===== src/hdl/pba_pkg.sv =====
// ----------------------------------------------------------------------------
// Page bitmap allocator package
// Field widths, operation and status codes, register indexes and the
// command and status structures shared by the controller and the datapath.
// ----------------------------------------------------------------------------
package pba_pkg;

    localparam int ADDR_W     = 24;
    localparam int FUNC_W     = 1;
    localparam int STATUS_W   = 2;
    localparam int COUNT_W    = 13;
    localparam int FIRST_W    = 12;
    localparam int CFG_IDX_W  = 1;
    localparam int CFG_DATA_W = 13;
    localparam int WORD_W     = 64;
    localparam int BIT_W      = 6;

    localparam logic [FUNC_W-1:0] FUNC_ALLOC = 1'b0;
    localparam logic [FUNC_W-1:0] FUNC_FREE  = 1'b1;

    localparam logic [STATUS_W-1:0] ST_OK    = 2'd0;
    localparam logic [STATUS_W-1:0] ST_OOM   = 2'd1;
    localparam logic [STATUS_W-1:0] ST_RANGE = 2'd2;

    localparam logic [CFG_IDX_W-1:0] CFG_PAGE_COUNT  = 1'b0;
    localparam logic [CFG_IDX_W-1:0] CFG_FIRST_INDEX = 1'b1;

    localparam logic [COUNT_W-1:0] PAGE_COUNT_RESET  = 13'd4096;
    localparam logic [FIRST_W-1:0] FIRST_INDEX_RESET = 12'd1024;

    typedef struct packed {
        logic                accept;
        logic                clr_step;
        logic                scan_step;
        logic                alloc_hit;
        logic                fdiv1;
        logic                fdiv2;
        logic                fdiv3;
        logic                free_rd;
        logic                free_wr;
        logic                st_we;
        logic [STATUS_W-1:0] st;
        logic                load_out;
    } t_cmd;

    typedef struct packed {
        logic clr_done;
        logic start_bad;
        logic chk_valid;
        logic hit;
        logic scan_end;
        logic idx_ok;
        logic slot_free;
    } t_sts;

endpackage


===== src/hdl/pba_controller.sv =====
// ----------------------------------------------------------------------------
// Page bitmap allocator controller
// Sequences the clearing pass, the allocation scan, the free path and the
// delivery of each result to the output register.
// ----------------------------------------------------------------------------
module pba_controller (
    input  logic                          i_clk,
    input  logic                          i_rst_n,
    input  logic                          i_req_valid,
    input  logic [pba_pkg::FUNC_W-1:0]    i_func,
    output logic                          o_req_ready,
    input  pba_pkg::t_sts                 i_sts,
    output pba_pkg::t_cmd                 o_cmd
);

    typedef enum logic [8:0] {
        S_CLEAR   = 9'b000000001,
        S_IDLE    = 9'b000000010,
        S_ALLOC   = 9'b000000100,
        S_FDIV1   = 9'b000001000,
        S_FDIV2   = 9'b000010000,
        S_FDIV3   = 9'b000100000,
        S_FREE_RD = 9'b001000000,
        S_FREE_WR = 9'b010000000,
        S_DONE    = 9'b100000000
    } t_state;

    t_state r_state;
    t_state n_state;

    always_ff @(posedge i_clk) begin
        if (!i_rst_n) begin
            r_state <= S_CLEAR;
        end else begin
            r_state <= n_state;
        end
    end

    assign o_req_ready = (r_state == S_IDLE);

    always_comb begin
        n_state = r_state;
        o_cmd   = '0;
        unique case (r_state)
            S_CLEAR: begin
                o_cmd.clr_step = 1'b1;
                if (i_sts.clr_done) begin
                    n_state = S_IDLE;
                end
            end
            S_IDLE: begin
                if (i_req_valid) begin
                    o_cmd.accept = 1'b1;
                    n_state = (i_func == pba_pkg::FUNC_FREE) ? S_FDIV1 : S_ALLOC;
                end
            end
            S_ALLOC: begin
                if (i_sts.start_bad) begin
                    o_cmd.st_we = 1'b1;
                    o_cmd.st    = pba_pkg::ST_OOM;
                    n_state     = S_DONE;
                end else if (i_sts.chk_valid && i_sts.hit) begin
                    o_cmd.alloc_hit = 1'b1;
                    o_cmd.st_we     = 1'b1;
                    o_cmd.st        = pba_pkg::ST_OK;
                    n_state         = S_DONE;
                end else if (!i_sts.chk_valid && i_sts.scan_end) begin
                    o_cmd.st_we = 1'b1;
                    o_cmd.st    = pba_pkg::ST_OOM;
                    n_state     = S_DONE;
                end else begin
                    o_cmd.scan_step = 1'b1;
                end
            end
            S_FDIV1: begin
                o_cmd.fdiv1 = 1'b1;
                n_state     = S_FDIV2;
            end
            S_FDIV2: begin
                o_cmd.fdiv2 = 1'b1;
                n_state     = S_FDIV3;
            end
            S_FDIV3: begin
                o_cmd.fdiv3 = 1'b1;
                n_state     = S_FREE_RD;
            end
            S_FREE_RD: begin
                if (i_sts.idx_ok) begin
                    o_cmd.free_rd = 1'b1;
                    n_state       = S_FREE_WR;
                end else begin
                    o_cmd.st_we = 1'b1;
                    o_cmd.st    = pba_pkg::ST_RANGE;
                    n_state     = S_DONE;
                end
            end
            S_FREE_WR: begin
                o_cmd.free_wr = 1'b1;
                o_cmd.st_we   = 1'b1;
                o_cmd.st      = pba_pkg::ST_OK;
                n_state       = S_DONE;
            end
            S_DONE: begin
                if (i_sts.slot_free) begin
                    o_cmd.load_out = 1'b1;
                    n_state        = S_IDLE;
                end
            end
            default: begin
                n_state = S_CLEAR;
            end
        endcase
    end

endmodule


===== config.mk =====
export PLATFORM = sky130hd
export DESIGN_NAME = pba_controller
export DESIGN_NICKNAME = d
export VERILOG_FILES = /design/src/hdl/pba_pkg.sv /design/src/hdl/pba_controller.sv
export SDC_FILE = /design/constraint.sdc
export NUM_CORES = 1
export LEC_CHECK = 0
export BUFFER_PORTS_ARGS = -buffer_cell sky130_fd_sc_hd__buf_2
export CAP_MARGIN = 20
export CORE_MARGIN = 2
export CORE_UTILIZATION = 27
export CTS_BUF_LIST = sky130_fd_sc_hd__clkbuf_4
export CTS_CLUSTER_SIZE = 10
export DETAILED_ROUTE_END_ITERATION = 6
export MAX_ROUTING_LAYER = met4
export PLACE_DENSITY = 0.51
export SLEW_MARGIN = 40
export SYNTH_ARGS = -nofsm -noshare
export SYNTH_HDL_FRONTEND = slang
export SYNTH_SLANG_ARGS = --single-unit

===== constraint.sdc =====
create_clock -name i_clk -period 1.3 [get_ports i_clk]
set_input_delay 0.065 -clock i_clk [delete_from_list [all_inputs] [get_ports i_clk]]
set_output_delay 0.065 -clock i_clk [all_outputs]
set_load 0.1 [all_outputs]

==> results_dict.tcl <==
set metrics [dict create \
    first_global_vias 946 \
    track_usage_pct 21.7 \
    fmax_mhz 551 \
    drv_cap 0 \
    reg.largest.list "r_state (9)" \
    cts_sinks 9 \
    nNetsFinal 173 \
    fin_crit_sh_pct 140 \
    cts.root.buffer_cell "clkbuf_4" \
    cts_tree "done" \
    antenna_found_initial 0 \
    ys_types 34 \
    finClkSkew_ps 6.21 \
    end_kind "output pin" \
    required_ps 1240 \
    clock_latency_ps 260 \
    port-buffer-count 24 \
    ios 25 \
    cellLeakagePower_uw 0.000705 \
    postRouteAntennaNets 0 \
    placementRows 18 \
    wire_per_inst_um 13.7 \
    numCtsBuffers 3 \
    drive_gt1_share_pct 77.6 \
    diodes 0 \
    synth_seq_cells 9 \
    core_area_um2 2430 \
    whs_ps 62.5 \
    tightest_slew_ps 301 \
    grt.overflow.total 0 \
    setup_tns_ps -7680 \
    syn_area_um2 681 \
    seqPwrFrac_pct 20.7 \
    finalInstanceArea_um2 1700 \
    grt_pass1_wl_um 4420 \
    syn2layout_area_growth_pct 150 \
    cp-start-kind "flop" \
    die_y_um 54.2 \
    p_int_uw 987 \
    power.net_switching_uw 664 \
    final_max_slew_viol_count 0 \
    switching_share_pct 40.2 \
    dpl_cell_area_um2 1460 \
    grt_start_max_net_pins 11 \
    largest_reg_flops 9 \
    hold_viol_final 0 \
    ys.flop_type "dfxtp_1" \
    synth_nets 101 \
    yosys_warnings 0 \
    setup_ws_ps -516 \
    synthArstFlopShare_pct 0 \
    htree_levels 1 \
    failed_checks "setup timing" \
    die_area_um2 2940 \
    viasPerCell 4.98 \
    num_vias 952 \
    dpl.hpwl_um 2100 \
    total_power_uw 1650 \
    clock_path_buffers 2 \
    r2r_slack_ps -350 \
    largest-register "r_state" \
    critPathMaxFanout 4 \
    dieWidth_um 54.2 \
    synth_edf_count 0 \
    initial_core_util_pct 28.0 \
    netlist_instances 90 \
    synth.yosys.seq_area_share_pct 26.5 \
    dr.pass1.iters 4 \
    combPwrFrac_pct 64.8 \
    status "finished, violations left" \
    final_common_cell "buf_4" \
    hold_buffers 0 \
    clock_power_share_pct 14.5 \
    arrival_ps 1750 \
    period_minus_slack_ps 1820 \
    drt_iter0_markers 9 \
    layout_common_cells "34 x buf_4, 14 x buf_12, 12 x buf_6" \
    vdd_drop_max_mv 0.791 \
    avgSynthCellArea_um2 7.56 \
    place_ws_ps -245 \
    power_density_nw_per_um2 969 \
    path_clk_slew_ps 60 \
    wl_um 2620 \
    finalWeightedCongestion 0.828 \
    hp-class "input pin to flop" \
    finalSetupViolCount 23 \
    relSlewSlack_pct 79.8 \
    rsz0062_at_grt "yes" \
    path_class "flop to output pin" \
    route.detailed.drc 0 \
]
==> area by class of cell <==
type / count / area, um2
sequential: 9 / 195
timing repair buffer: 70 / 721
fill: 180 / 728
clock buffer: 4 / 30.0
inverter: 4 / 26.3
multi-input combinational: 74 / 694
tap: 30 / 37.5
==> logic make-up (layout without fill, tap and decap cells) <==
kind of cell / after synthesis / after routing / synth area share, %
and+or+nand+nor: 57 / 57 / 49.6
AOI/OAI and AO/OA: 15 / 15 / 14.7
DFF: 9 / 9 / 26.5
buffers and inverters: 7 / 78 / 6.25
xor gates and xnor gates: 1 / 1 / 1.29
muxes: 1 / 1 / 1.65
==> path summary, 6_finish.rpt <==
check                          start                 endpoint  cells after the start
max          r_state[5]$_SDFFE_PN0P_                 o_cmd[3]                      4
min                           i_func  r_state[3]$_SDFFE_PN0P_                      3
max reg2reg  r_state[5]$_SDFFE_PN0P_  r_state[8]$_SDFFE_PN0P_                      6
min reg2reg  r_state[7]$_SDFFE_PN0P_  r_state[1]$_SDFFE_PN0P_                      3
==> cells in the mapped netlist, drive strengths merged, types with 2 or more instances <==
| library cell | instances | area [um2] |
|---|---|---|
| nand2b | 2 | 12.5 |
| o21a | 2 | 15.0 |
| nor3b | 4 | 30.0 |
| or3 | 2 | 17.5 |
| a21oi | 4 | 20.0 |
| dfxtp | 9 | 180 |
| nor4 | 2 | 12.5 |
| nor2b | 3 | 18.8 |
| nor4b | 3 | 26.3 |
| nor3 | 10 | 50.1 |
| and2 | 2 | 12.5 |
| and3 | 2 | 12.5 |
| inv | 4 | 15.0 |
| nand3 | 7 | 35.0 |
| nor2 | 9 | 33.8 |
| nand2 | 5 | 18.8 |
| buf | 3 | 27.5 |
| o21ai | 3 | 15.0 |
==> worst max-delay path, stage by stage (launching register included) <==
cell and delay, ps:
dfxtp_2 350, or4_4 550, nor3_4 170, a32o_4 250, buf_12 170
==> power groups by stage <==
stage	sequential, uW	clock, uW	combinational [uW]
after detailed placement	336	0	837
after floorplan	328	0	493
after global routing	345	268	1130
final	342	239	1070
after global placement	332	0	824
after CTS	340	245	945
==> layer usage <==
metal | GRT usage (%) | part of all wire, %
met5 | - | 0
met4 | 6.25 | 1.3
met3 | 4.92 | 2.7
met2 | 35.5 | 54
met1 | 26.8 | 42
==> metrics by stage <==
step	cells	utilization, %
floorplan	90	-
global placement	176	59.9
detailed placement	176	59.9
CTS	186	65.9
global route	191	70.1
finish	191	70.1
==> timing repair <==
item | CTS | global route
endpoints found under the setup margin | 23 | 23
pin swaps | 10 | 9
gates resized for setup | 21 | 16
setup buffers | 6 | 5
Note: power is estimated with default switching activity, not from simulation.
